$ cat config.mk
export PLATFORM = sky130hd
export DESIGN_NAME = knn_digit_classifier
export DESIGN_NICKNAME = d
export VERILOG_FILES = /design/src/rtl/core/knn_pkg.sv /design/src/rtl/core/knn_digit_classifier.sv /design/src/rtl/core/knn_cell.sv /design/src/rtl/core/knn_chain.sv
export SDC_FILE = /design/constraint.sdc
export NUM_CORES = 2
export LEC_CHECK = 0
export BUFFER_PORTS_ARGS = -buffer_cell sky130_fd_sc_hd__buf_2
export CAP_MARGIN = 20
export CORE_MARGIN = 3
export CORE_UTILIZATION = 30
export DETAILED_ROUTE_END_ITERATION = 12
export HOLD_SLACK_MARGIN = 0.06
export PLACE_DENSITY = 0.51
export SKIP_LAST_GASP = 1
export SLEW_MARGIN = 20
export SYNTH_ARGS = -nofsm -noshare
export SYNTH_HDL_FRONTEND = slang
export SYNTH_SLANG_ARGS = --single-unit
$ cat constraint.sdc
create_clock -name aclk -period 7.55 [get_ports aclk]
set_clock_uncertainty 0.15 [all_clocks]
set_input_delay 0.755 -clock aclk [delete_from_list [all_inputs] [get_ports aclk]]
set_output_delay 0.755 -clock aclk [all_outputs]
set_load 0.01 [all_outputs]
$ cat src/rtl/core/knn_pkg.sv
// Shared constants and types of the nearest-neighbor digit classifier.
// Used by the neighbor cell, the cell chain and the top level.
package knn_pkg;

    localparam int MAX_NEIGHBORS     = 16;
    localparam int MAX_VECTOR_LENGTH = 1024;
    localparam int CLASS_COUNT       = 10;

    localparam int PIXEL_W = 8;
    localparam int LABEL_W = 4;
    localparam int K_W     = 5;
    localparam int DIST_W  = 27;
    localparam int SQ_W    = 2 * PIXEL_W;
    localparam int IDX_W   = (MAX_NEIGHBORS > 1) ? $clog2(MAX_NEIGHBORS) : 1;
    localparam int HELD_W  = $clog2(MAX_NEIGHBORS + 1);
    localparam int CNT_W   = $clog2(MAX_NEIGHBORS + 1);
    localparam int CLS_W   = $clog2(CLASS_COUNT);

    localparam logic [K_W-1:0]    K_RESET  = K_W'(3);
    localparam logic [DIST_W-1:0] DIST_MAX = {DIST_W{1'b1}};

    typedef struct packed {
        logic                                valid;
        logic [DIST_W-1:0]                   max_d;
        logic [IDX_W-1:0]                    max_pos;
        logic [CLASS_COUNT-1:0][CNT_W-1:0]   votes;
    } scan_tok_t;

    typedef struct packed {
        logic                en;
        logic [IDX_W-1:0]    idx;
        logic [DIST_W-1:0]   distance;
        logic [LABEL_W-1:0]  label;
    } cell_wr_t;

    typedef enum logic [2:0] {
        ST_ACCUM,
        ST_PLACE,
        ST_LAUNCH,
        ST_SCAN,
        ST_PICK,
        ST_EMIT
    } knn_state_t;

endpackage

$ cat src/rtl/core/knn_digit_classifier.sv
// Top level of the k-nearest-neighbor digit classifier: input and result
// channels, distance accumulation, control sequencer. Depends on knn_pkg, knn_chain.
//
// Use: the slave channel takes one word per pixel pair; s_tuser[0] marks the
// last pixel of a training image, s_tlast the last pixel of the training set.
// cfg_we/cfg_wdata set k (0 acts as 1, above 16 acts as 16), written while idle.
// Pixel words that end no image sustain one per cycle. At an image end
// the block stalls input: an append writes the next free slot; with a
// full list the maximum search runs the scan token through the 16-cell
// chain. A set end adds a vote scan and a winner search over the classes,
// then the result word is loaded into the output register and the block
// takes input again. If the receiver stalls, that word holds on the master
// channel while the next set streams in; only the following result waits
// for it. Reset empties the list, zeroes the running distance, sets k to 3
// and drops any pending result.
module knn_digit_classifier
    import knn_pkg::*;
(
    input  logic               aclk,
    input  logic               aresetn,
    input  logic               cfg_we,
    input  logic [K_W-1:0]     cfg_wdata,      // neighbor_count
    input  logic               s_tvalid,
    output logic               s_tready,
    input  logic [23:0]        s_tdata,        // query_pixel, train_pixel, train_label, query_label
    input  logic               s_tlast,        // set_end
    input  logic [0:0]         s_tuser,        // image_end
    output logic               m_tvalid,
    input  logic               m_tready,
    output logic [7:0]         m_tdata,        // predicted_digit, zero fill
    output logic [0:0]         m_tuser         // is_correct
);

    knn_state_t state_reg, state_next;

    logic [K_W-1:0]      k_reg;
    logic [HELD_W-1:0]   eff_k;
    logic [DIST_W-1:0]   dist_sum_reg, dist_sum_next;
    logic [HELD_W-1:0]   held_reg, held_next;
    logic [DIST_W-1:0]   pend_dist_reg, pend_dist_next;
    logic [LABEL_W-1:0]  pend_label_reg, pend_label_next;
    logic [LABEL_W-1:0]  qlabel_reg, qlabel_next;
    logic                pend_set_reg, pend_set_next;
    logic                vote_phase_reg, vote_phase_next;
    logic [CLASS_COUNT-1:0][CNT_W-1:0] votes_reg, votes_next;
    logic [CLS_W-1:0]    cls_reg, cls_next;
    logic [CLS_W-1:0]    win_reg, win_next;
    logic [CNT_W-1:0]    win_cnt_reg, win_cnt_next;
    logic                out_valid_reg, out_valid_next;
    logic [LABEL_W-1:0]  out_digit_reg, out_digit_next;
    logic                out_ok_reg, out_ok_next;

    logic [PIXEL_W-1:0]  q_pix, t_pix, diff;
    logic [SQ_W-1:0]     sq;
    logic [DIST_W:0]     sum_wide;
    logic [DIST_W-1:0]   acc;
    logic                in_fire;
    logic                is_end;
    logic [LABEL_W-1:0]  pred;

    cell_wr_t  wr;
    scan_tok_t tok_in, tok_out;

    assign q_pix    = s_tdata[7:0];
    assign t_pix    = s_tdata[15:8];
    assign diff     = (q_pix >= t_pix) ? (q_pix - t_pix) : (t_pix - q_pix);
    assign sq       = diff * diff;
    assign sum_wide = {1'b0, dist_sum_reg} + (DIST_W + 1)'(sq);
    assign acc      = sum_wide[DIST_W] ? DIST_MAX : sum_wide[DIST_W-1:0];
    assign in_fire  = s_tvalid && s_tready;
    assign is_end   = s_tuser[0] || s_tlast;

    always_comb begin
        if (k_reg == '0) begin
            eff_k = HELD_W'(1);
        end else if (int'(k_reg) > MAX_NEIGHBORS) begin
            eff_k = HELD_W'(MAX_NEIGHBORS);
        end else begin
            eff_k = HELD_W'(k_reg);
        end
    end

    assign pred = (CLS_W >= LABEL_W) ? LABEL_W'(win_reg) : LABEL_W'(win_reg);

    always_comb begin
        state_next = state_reg;
        case (state_reg)
            ST_ACCUM: begin
                if (in_fire && is_end) state_next = ST_PLACE;
            end
            ST_PLACE: begin
                if (held_reg < eff_k && !pend_set_reg) state_next = ST_ACCUM;
                else                                   state_next = ST_LAUNCH;
            end
            ST_LAUNCH: begin
                state_next = ST_SCAN;
            end
            ST_SCAN: begin
                if (tok_out.valid) begin
                    if (vote_phase_reg)    state_next = ST_PICK;
                    else if (pend_set_reg) state_next = ST_LAUNCH;
                    else                   state_next = ST_ACCUM;
                end
            end
            ST_PICK: begin
                if (cls_reg == CLS_W'(CLASS_COUNT - 1)) state_next = ST_EMIT;
            end
            ST_EMIT: begin
                if (!out_valid_reg || m_tready) state_next = ST_ACCUM;
            end
            default: state_next = ST_ACCUM;
        endcase
    end

    always_comb begin
        dist_sum_next   = dist_sum_reg;
        held_next       = held_reg;
        pend_dist_next  = pend_dist_reg;
        pend_label_next = pend_label_reg;
        qlabel_next     = qlabel_reg;
        pend_set_next   = pend_set_reg;
        vote_phase_next = vote_phase_reg;
        votes_next      = votes_reg;
        cls_next        = cls_reg;
        win_next        = win_reg;
        win_cnt_next    = win_cnt_reg;
        out_valid_next  = out_valid_reg;
        out_digit_next  = out_digit_reg;
        out_ok_next     = out_ok_reg;
        s_tready        = 1'b0;
        wr              = '0;
        tok_in          = '0;

        if (out_valid_reg && m_tready) out_valid_next = 1'b0;

        case (state_reg)
            ST_ACCUM: begin
                s_tready = 1'b1;
                if (in_fire) begin
                    if (is_end) begin
                        dist_sum_next   = '0;
                        pend_dist_next  = acc;
                        pend_label_next = s_tdata[19:16];
                        qlabel_next     = s_tdata[23:20];
                        pend_set_next   = s_tlast;
                    end else begin
                        dist_sum_next   = acc;
                    end
                end
            end
            ST_PLACE: begin
                if (held_reg < eff_k) begin
                    wr.en           = 1'b1;
                    wr.idx          = held_reg[IDX_W-1:0];
                    wr.distance     = pend_dist_reg;
                    wr.label        = pend_label_reg;
                    held_next       = held_reg + HELD_W'(1);
                    vote_phase_next = 1'b1;
                end else begin
                    vote_phase_next = 1'b0;
                end
            end
            ST_LAUNCH: begin
                tok_in.valid = 1'b1;
            end
            ST_SCAN: begin
                if (tok_out.valid) begin
                    if (vote_phase_reg) begin
                        votes_next   = tok_out.votes;
                        cls_next     = '0;
                        win_next     = '0;
                        win_cnt_next = '0;
                    end else begin
                        if (pend_dist_reg <= tok_out.max_d) begin
                            wr.en       = 1'b1;
                            wr.idx      = tok_out.max_pos;
                            wr.distance = pend_dist_reg;
                            wr.label    = pend_label_reg;
                        end
                        vote_phase_next = 1'b1;
                    end
                end
            end
            ST_PICK: begin
                if (votes_reg[cls_reg] > win_cnt_reg) begin
                    win_next     = cls_reg;
                    win_cnt_next = votes_reg[cls_reg];
                end
                cls_next = cls_reg + CLS_W'(1);
            end
            ST_EMIT: begin
                if (!out_valid_reg || m_tready) begin
                    out_valid_next = 1'b1;
                    out_digit_next = pred;
                    out_ok_next    = (pred == qlabel_reg);
                    held_next      = '0;
                end
            end
            default: begin
            end
        endcase
    end

    always_ff @(posedge aclk) begin
        if (!aresetn) begin
            state_reg     <= ST_ACCUM;
            k_reg         <= K_RESET;
            dist_sum_reg  <= '0;
            held_reg      <= '0;
            out_valid_reg <= 1'b0;
        end else begin
            state_reg     <= state_next;
            if (cfg_we) k_reg <= cfg_wdata;
            dist_sum_reg  <= dist_sum_next;
            held_reg      <= held_next;
            out_valid_reg <= out_valid_next;
        end
    end

    always_ff @(posedge aclk) begin
        pend_dist_reg  <= pend_dist_next;
        pend_label_reg <= pend_label_next;
        qlabel_reg     <= qlabel_next;
        pend_set_reg   <= pend_set_next;
        vote_phase_reg <= vote_phase_next;
        votes_reg      <= votes_next;
        cls_reg        <= cls_next;
        win_reg        <= win_next;
        win_cnt_reg    <= win_cnt_next;
        out_digit_reg  <= out_digit_next;
        out_ok_reg     <= out_ok_next;
    end

    knn_chain u_chain (
        .aclk    (aclk),
        .aresetn (aresetn),
        .held    (held_reg),
        .wr      (wr),
        .tok_in  (tok_in),
        .tok_out (tok_out)
    );

    assign m_tvalid   = out_valid_reg;
    assign m_tdata    = {{(8 - LABEL_W){1'b0}}, out_digit_reg};
    assign m_tuser[0] = out_ok_reg;

endmodule

$ cat src/rtl/core/knn_cell.sv
// One neighbor slot: stored distance and label, plus one stage of the scan
// token that searches the maximum and counts votes. Depends on knn_pkg.
module knn_cell
    import knn_pkg::*;
(
    input  logic               aclk,
    input  logic               aresetn,
    input  logic [IDX_W-1:0]   my_idx,
    input  logic [HELD_W-1:0]  held,
    input  cell_wr_t           wr,
    input  scan_tok_t          tok_in,
    output scan_tok_t          tok_out
);

    logic [DIST_W-1:0]  dist_reg;
    logic [LABEL_W-1:0] label_reg;
    scan_tok_t          tok_reg;
    scan_tok_t          tok_next;
    logic               active;

    assign active = tok_in.valid && (HELD_W'(my_idx) < held);

    always_comb begin
        tok_next = tok_in;
        if (active) begin
            if (dist_reg >= tok_in.max_d) begin
                tok_next.max_d   = dist_reg;
                tok_next.max_pos = my_idx;
            end
            for (int c = 0; c < CLASS_COUNT; c++) begin
                if (label_reg == LABEL_W'(c)) begin
                    tok_next.votes[c] = tok_in.votes[c] + CNT_W'(1);
                end
            end
        end
    end

    always_ff @(posedge aclk) begin
        if (!aresetn) begin
            tok_reg <= '0;
        end else begin
            tok_reg <= tok_next;
        end
    end

    always_ff @(posedge aclk) begin
        if (wr.en && wr.idx == my_idx) begin
            dist_reg  <= wr.distance;
            label_reg <= wr.label;
        end
    end

    assign tok_out = tok_reg;

endmodule

$ cat src/rtl/core/knn_chain.sv
// Row of neighbor cells; the scan token enters cell 0 and leaves the last.
// Depends on knn_pkg and knn_cell.
module knn_chain
    import knn_pkg::*;
(
    input  logic               aclk,
    input  logic               aresetn,
    input  logic [HELD_W-1:0]  held,
    input  cell_wr_t           wr,
    input  scan_tok_t          tok_in,
    output scan_tok_t          tok_out
);

    scan_tok_t tok [MAX_NEIGHBORS+1];

    assign tok[0] = tok_in;

    for (genvar i = 0; i < MAX_NEIGHBORS; i++) begin : g_cell
        knn_cell u_cell (
            .aclk    (aclk),
            .aresetn (aresetn),
            .my_idx  (IDX_W'(i)),
            .held    (held),
            .wr      (wr),
            .tok_in  (tok[i]),
            .tok_out (tok[i+1])
        );
    end

    assign tok_out = tok[MAX_NEIGHBORS];

endmodule
Word-level counts from Yosys, hierarchy flattened
Index checks and enable logic that the tools add are counted.
{"block": "totals", "regBits": 1954, "latch_bits": 0, "mem_bits_rw": 0, "mem_bits_ro": 0, "inputBits": 36, "out_inout_bits": 11, "wordCells": 935, "n_memories": 0}
{"block": "classes", "add_sub_neg": 155, "n_mul": 1, "div": 0, "magnitude_cmp": 38, "n_eq_ne": 173, "shifts": 0, "n_mux": 230, "bitwise": 0, "reduce_logical": 73}
{"cell": "$mux 81", "count": 15}
{"cell": "$mux 5", "count": 158}
{"cell": "$add 5x1->5 const B", "count": 151}
{"cell": "$mux 31", "count": 15}
{"cell": "$ge 27x27->1", "count": 15}
{"cell": "$eq 4x3->1 const B", "count": 68}
{"cell": "$eq 4x4->1 const B", "count": 41}
{"cell": "$mux 36", "count": 4}
{"cell": "$eq 4x2->1 const B", "count": 34}
{"cell": "$pmux 36 s2", "count": 1}
{"cell": "$eq 4x1->1 const B", "count": 17}
{"cell": "$logic_not 4->1", "count": 17}
{"cell": "$mux 27", "count": 2}
{"cell": "$lt 4x5->1 const A", "count": 8}
{"cell": "$logic_and 1x1->1", "count": 36}
{"cell": "$add 27x16->28", "count": 1}
{"cell": "$ge 27x1->1 const B", "count": 1}
{"cell": "$le 27x27->1", "count": 1}
{"cell": "$bmux 5 s4", "count": 1}
{"cell": "$lt 3x5->1 const A", "count": 4}
{"cell": "$pmux 5 s2", "count": 2}
{"cell": "$pmux 3 s6", "count": 1}
{"cell": "$mux 1", "count": 17}
{"cell": "$mul 8x8->16", "count": 1}
{"cell": "other kinds (29)", "count": 59}

Longest topological paths before layout
{"block": "logic_depth", "ltp_word": 8, "depth_mapped": 33, "depth_no_buf": 32}

Cells and area by module
A second synthesis with hierarchy kept.
{"block": "unflattened", "cells_unflattened": 9082, "hier_area_um2": 99286.5}
{"mod": "knn_cell", "instances": 16, "cells_each": 508, "area_per_inst_um2": 5581.6}
{"mod": "knn_digit_classifier", "instances": 1, "cells_each": 952, "area_per_inst_um2": 9973.3}
{"mod": "knn_chain", "instances": 1, "cells_each": 2, "area_per_inst_um2": 7.5}

Worst setup path before layout
OpenSTA, ideal clock, no wires.
{"block": "synth_timing", "kind": "input port to flip-flop", "start": "input s_tdata[0]", "end": "register pend_dist_reg[22] (data pin)", "setup_ps": 260, "arrival_ps": 7137, "required_time_ps": 7140, "setup_slack_ps": 4, "path_stages": 28, "cell_sequence": "inv_1 ha_1 inv_1 fa_1 a21o_1 a21oi_1 a21oi_1 o21ai_1 o2bb2ai_4 mux2_2 xnor2_2 nor2_1 fa_1 fa_1 fa_1 inv_1 fa_1 inv_1 ha_1 a21o_1 a21oi_1 o21a_1 nand4b_1 a41oi_2 nand2b_1 buf_2 nand2_1 mux2_2"}
{"block": "synth_via", "elab_chain_len": 5}
{"item": "from (decl)", "line_no": "knn_digit_classifier.sv:25", "text": "input logic [23:0] s_tdata,"}
{"item": "$sub 8x8->8 / $ge 8x8->1 (equally long branches)", "line_no": "knn_digit_classifier.sv:66", "text": "assign diff = (q_pix >= t_pix) ? (q_pix - t_pix) : (t_pix - q_pix);"}
{"item": "$mux 8 *", "line_no": "knn_digit_classifier.sv:66"}
{"item": "$mul 8x8->16 *", "line_no": "knn_digit_classifier.sv:67", "text": "assign sq = diff * diff;"}
{"item": "$add 27x16->28 *", "line_no": "knn_digit_classifier.sv:68", "text": "assign sum_wide = {1'b0, dist_sum_reg} + (DIST_W + 1)'(sq);"}
{"item": "$mux 27 *", "line_no": "knn_digit_classifier.sv:69", "text": "assign acc = sum_wide[DIST_W] ? DIST_MAX : sum_wide[DIST_W-1:0];"}
{"item": "named net acc[22]", "line_no": "knn_digit_classifier.sv:56", "text": "logic [DIST_W-1:0] acc;"}
{"item": "to (signal assigned)", "line_no": "knn_digit_classifier.sv:221", "text": "pend_dist_reg <= pend_dist_next;"}
{"item": "to (decl)", "line_no": "knn_digit_classifier.sv:40", "text": "logic [DIST_W-1:0] pend_dist_reg, pend_dist_next;"}
The timed path passes the listed nets; every way through them passes the cells marked *.
A chain may end at the register's enable or synchronous reset.

Final worst setup path
Ends and elaborated chain as after synthesis.

==> flow_summary_export.csv <==
group,metric,value,unit
die,core_area,264000,um2
sta,layout_min_cycle_time,7.10,ns
cts,clock_latency,0.85,ns
layout,final_nets,8378,
critical_path,r2r-start,"dist_sum_reg[7]$_SDFFE_PN0P_",
logic_synthesis,synth_cells,7548,
grt,antenna_found_initial,22,
logic_synthesis,async_flop_share,0,%
grt,grt_pass1_wl,300000,um
die,die_h,522,um
placed_design,io_buffers,42,
logic_synthesis,synth-edff-count,601,
cts,htree_num_levels,4,
sta,fin_crit_sh,94.1,%
layout,largest_reg_flops,1197,
grt,grt.overflow.total,0,
critical_path,critPathArrivalTime,7.50,ns
placed_design,place_hpwl,135000,um
sta,finalSetupViolations,0,
detailed_routing,ant_nets,0,
die,start_util,30.3,%
critical_path,startpoint_type,"input port",
detailed_routing,firstDrtPassIters,5,
min_path,min-delay-start,"cfg_we",
detailed_routing,vias_per_cell,4.61,
logic_synthesis,syn_area,80000,um2
die,io_pins,47,
logic_synthesis,synthTopCellsByCount,"dfxtp_1 (1238), nor2_1 (1076), ha_1 (643)",
sta,rsz0062_at_grt,"no",
critical_path,required,7.95,ns
critical_path,critPathCaptureType,"flop",
power_and_ir_drop,peakVddDrop,0.499,mV
cts,clk_pin_slew,0.06,ns
sta,final-hold-violation-count,0,
cts,numCtsBuffers,199,
logic_synthesis,ys_types,85,
die,dieArea,273000,um2
critical_path,cp_max_fo,12,
layout,drive_gt1_share,7.38,%
logic_synthesis,yosys_register_bits,1839,
detailed_routing,wl_per_cell,16.9,um
sta,max_slew.worst_pin.slew,1.19,ns
grt,grt_max_degree,213,
detailed_routing,routed_wirelength,192000,um
cts,cts_tree,"done",
layout,stdcell_count,11400,
logic_synthesis,ys_warn_count,0,
cts,cts_resized,0,
cts,cts.path.max_buffers,3,
logic_synthesis,ys.flop_type,"dfxtp_1",
layout,post-route-util,34.8,%
critical_path,reg2regPathDepth,19,
die,rows,188,
critical_path,reg2reg_slack,2.57,ns
placed_design,globalplace.congestion,0.818,
critical_path,crit_path_top_delay_cell,"fa_1",
sta,final-max-slew-violation-count,0,
critical_path,timing.rr.end,"dist_sum_reg[21]$_SDFFE_PN0P_",
logic_synthesis,synthTopCellsByArea,"dfxtp_1 (31%), edfxtp_1 (23%), ha_1 (10%), nor2_1 (5.1%), xor2_1 (4.2%)",
logic_synthesis,postSynthAreaPerCell,10.6,um2
layout,nFillCells,26100,
critical_path,path_class,"in2reg",
critical_path,crit_path_start,"s_tdata[0]",
detailed_routing,post-route-drc-count,0,
run,maxCapViolCount,0,
min_path,min_path_type,"in2reg",
grt,grt_pass1_vias,52000,
logic_synthesis,synth-seq-area-share,53.6,%
sta,fmax,141,MHz
critical_path,path_common_cell,"fa_1",
cts,post-cts-setup-buffer-count,0,
critical_path,max_stage_delay,0.55,ns
status,outcome,"finished, final reports clean",
layout,syn_to_final_growth,14.8,%
critical_path,crit_end,"pend_dist_reg[22]$_DFFE_PP_",
sta,slew_headroom,20.8,%
logic_synthesis,yosysMostFrequentCell,"dfxtp_1",
placed_design,dp_cells,11000,
detailed_routing,via_count,52400,
logic_synthesis,synth_top_area_cell,"dfxtp_1",
grt,grt_use_total,13.9,%
detailed_routing,drt-initial-drc-count,3078,
power_and_ir_drop,powerDensity,263,nW/um2
cts,root_buffer,"clkbuf_16",
power_and_ir_drop,p_leak,34.5,nW
die,die_x,522,um
cts,cts_sinks,1839,
logic_synthesis,synth_top_area_share,31.0,%
[through the flow]
stage	setup TNS [ns]	hold slack (ns)	cell area (um2)	power (mW)	setup slack (ns)
detailed placement	-11.30	0.239	84800	14.5	-0.362
global route	0	0.156	91800	25.3	0.167
global placement	-8.87	0.237	84700	14.5	-0.315
finish	0	0.177	91800	24.1	0.449
CTS	0	0.105	91800	24.5	0.502
floorplan	0	0.236	80000	13.1	0.00361
[final cells by class]
type                            count  area, um2  share of cell area (%)
Tap cell                         3515       4400                    4.79
Multi-Input combinational cell   4882      34200                    37.3
Inverter                          561       2110                    2.30
Clock inverter                     92       1150                    1.26
Clock buffer                      284       5720                    6.23
Sequential cell                  1839      42800                    46.7
Antenna cell                        2       5.00                 0.00545
Timing Repair Buffer              177       1370                    1.50
[placed cells by master, fill, tap and decap left out, types with 49 or more instances in the layout]
| cell type | n |
|---|---|
| and2_1 | 68 |
| nor2_1 | 1063 |
| nor2b_1 | 56 |
| clkbuf_1 | 49 |
| dfxtp_1 | 1238 |
| o31ai_1 | 162 |
| nand3_1 | 302 |
| xor2_1 | 385 |
| nand4_1 | 285 |
| ha_1 | 643 |
| xnor2_1 | 147 |
| nor3_1 | 98 |
| buf_4 | 112 |
| nand2b_1 | 63 |
| o21ai_0 | 151 |
| inv_1 | 554 |
| clkbuf_16 | 204 |
| edfxtp_1 | 601 |
| a21o_1 | 85 |
| nand2_1 | 412 |
| a21oi_1 | 189 |
| mux2i_1 | 327 |
[worst max-delay path: cells and delay by family]
kind	cells	cell delay [ns]
and+or+nand+nor	4	0.61
buffers and inverters	6	0.46
adders and majority gates	7	2.91
AOI/OAI and AO/OA	9	1.81
xor gates and xnor gates	1	0.30
muxes	2	0.66
[cells by family after synthesis]
logic type,count (synthesis),synth area share [%]
AND/OR/NAND/NOR,2521,14.7
flip-flops,1839,53.6
buffers and inverters,830,4.01
AO/OA/AOI/OAI,794,6.36
adder cells (fa/ha/maj),682,11.0
XOR/XNOR,534,5.87
multiplexers,347,4.52
other,1,0.00469
[timing repair]
item / in CTS / in global routing
hold buffers: 14 / 0
setup endpoints to repair: 0 / 0
endpoints found under the hold margin: 14 / 0
[worst min-delay path by stage]
stage,to,slack (ns),cells past startpoint
after floorplan,votes_reg[0]$_DFFE_PP_,0.24,0
after global placement,votes_reg[31]$_DFFE_PP_,0.24,0
after detailed placement,votes_reg[32]$_DFFE_PP_,0.24,0
after CTS,k_reg[0]$_SDFFE_PN1P_,0.10,3
after global routing,k_reg[0]$_SDFFE_PN1P_,0.16,3
final,k_reg[0]$_SDFFE_PN1P_,0.18,3
[layer usage]
metal	share of wire, %	GRT usage [%]	routed length [um]	up-vias
li1	-	-	-	26300
met1	48	19.1	92100	24900
met2	46	22.6	87500	909
met3	4.2	2.11	8060	281
met4	2.3	3.75	4340	0
met5	0	0	0	-
[where the power goes]
group          total, mW  internal (mW)  switching [mW]
sequential          10.6           10.5          0.0921
clock               9.91           5.83            4.08
combinational       3.60           1.47            2.13
total               24.1           17.8            6.30
Power figures use the tool's default switching activity.
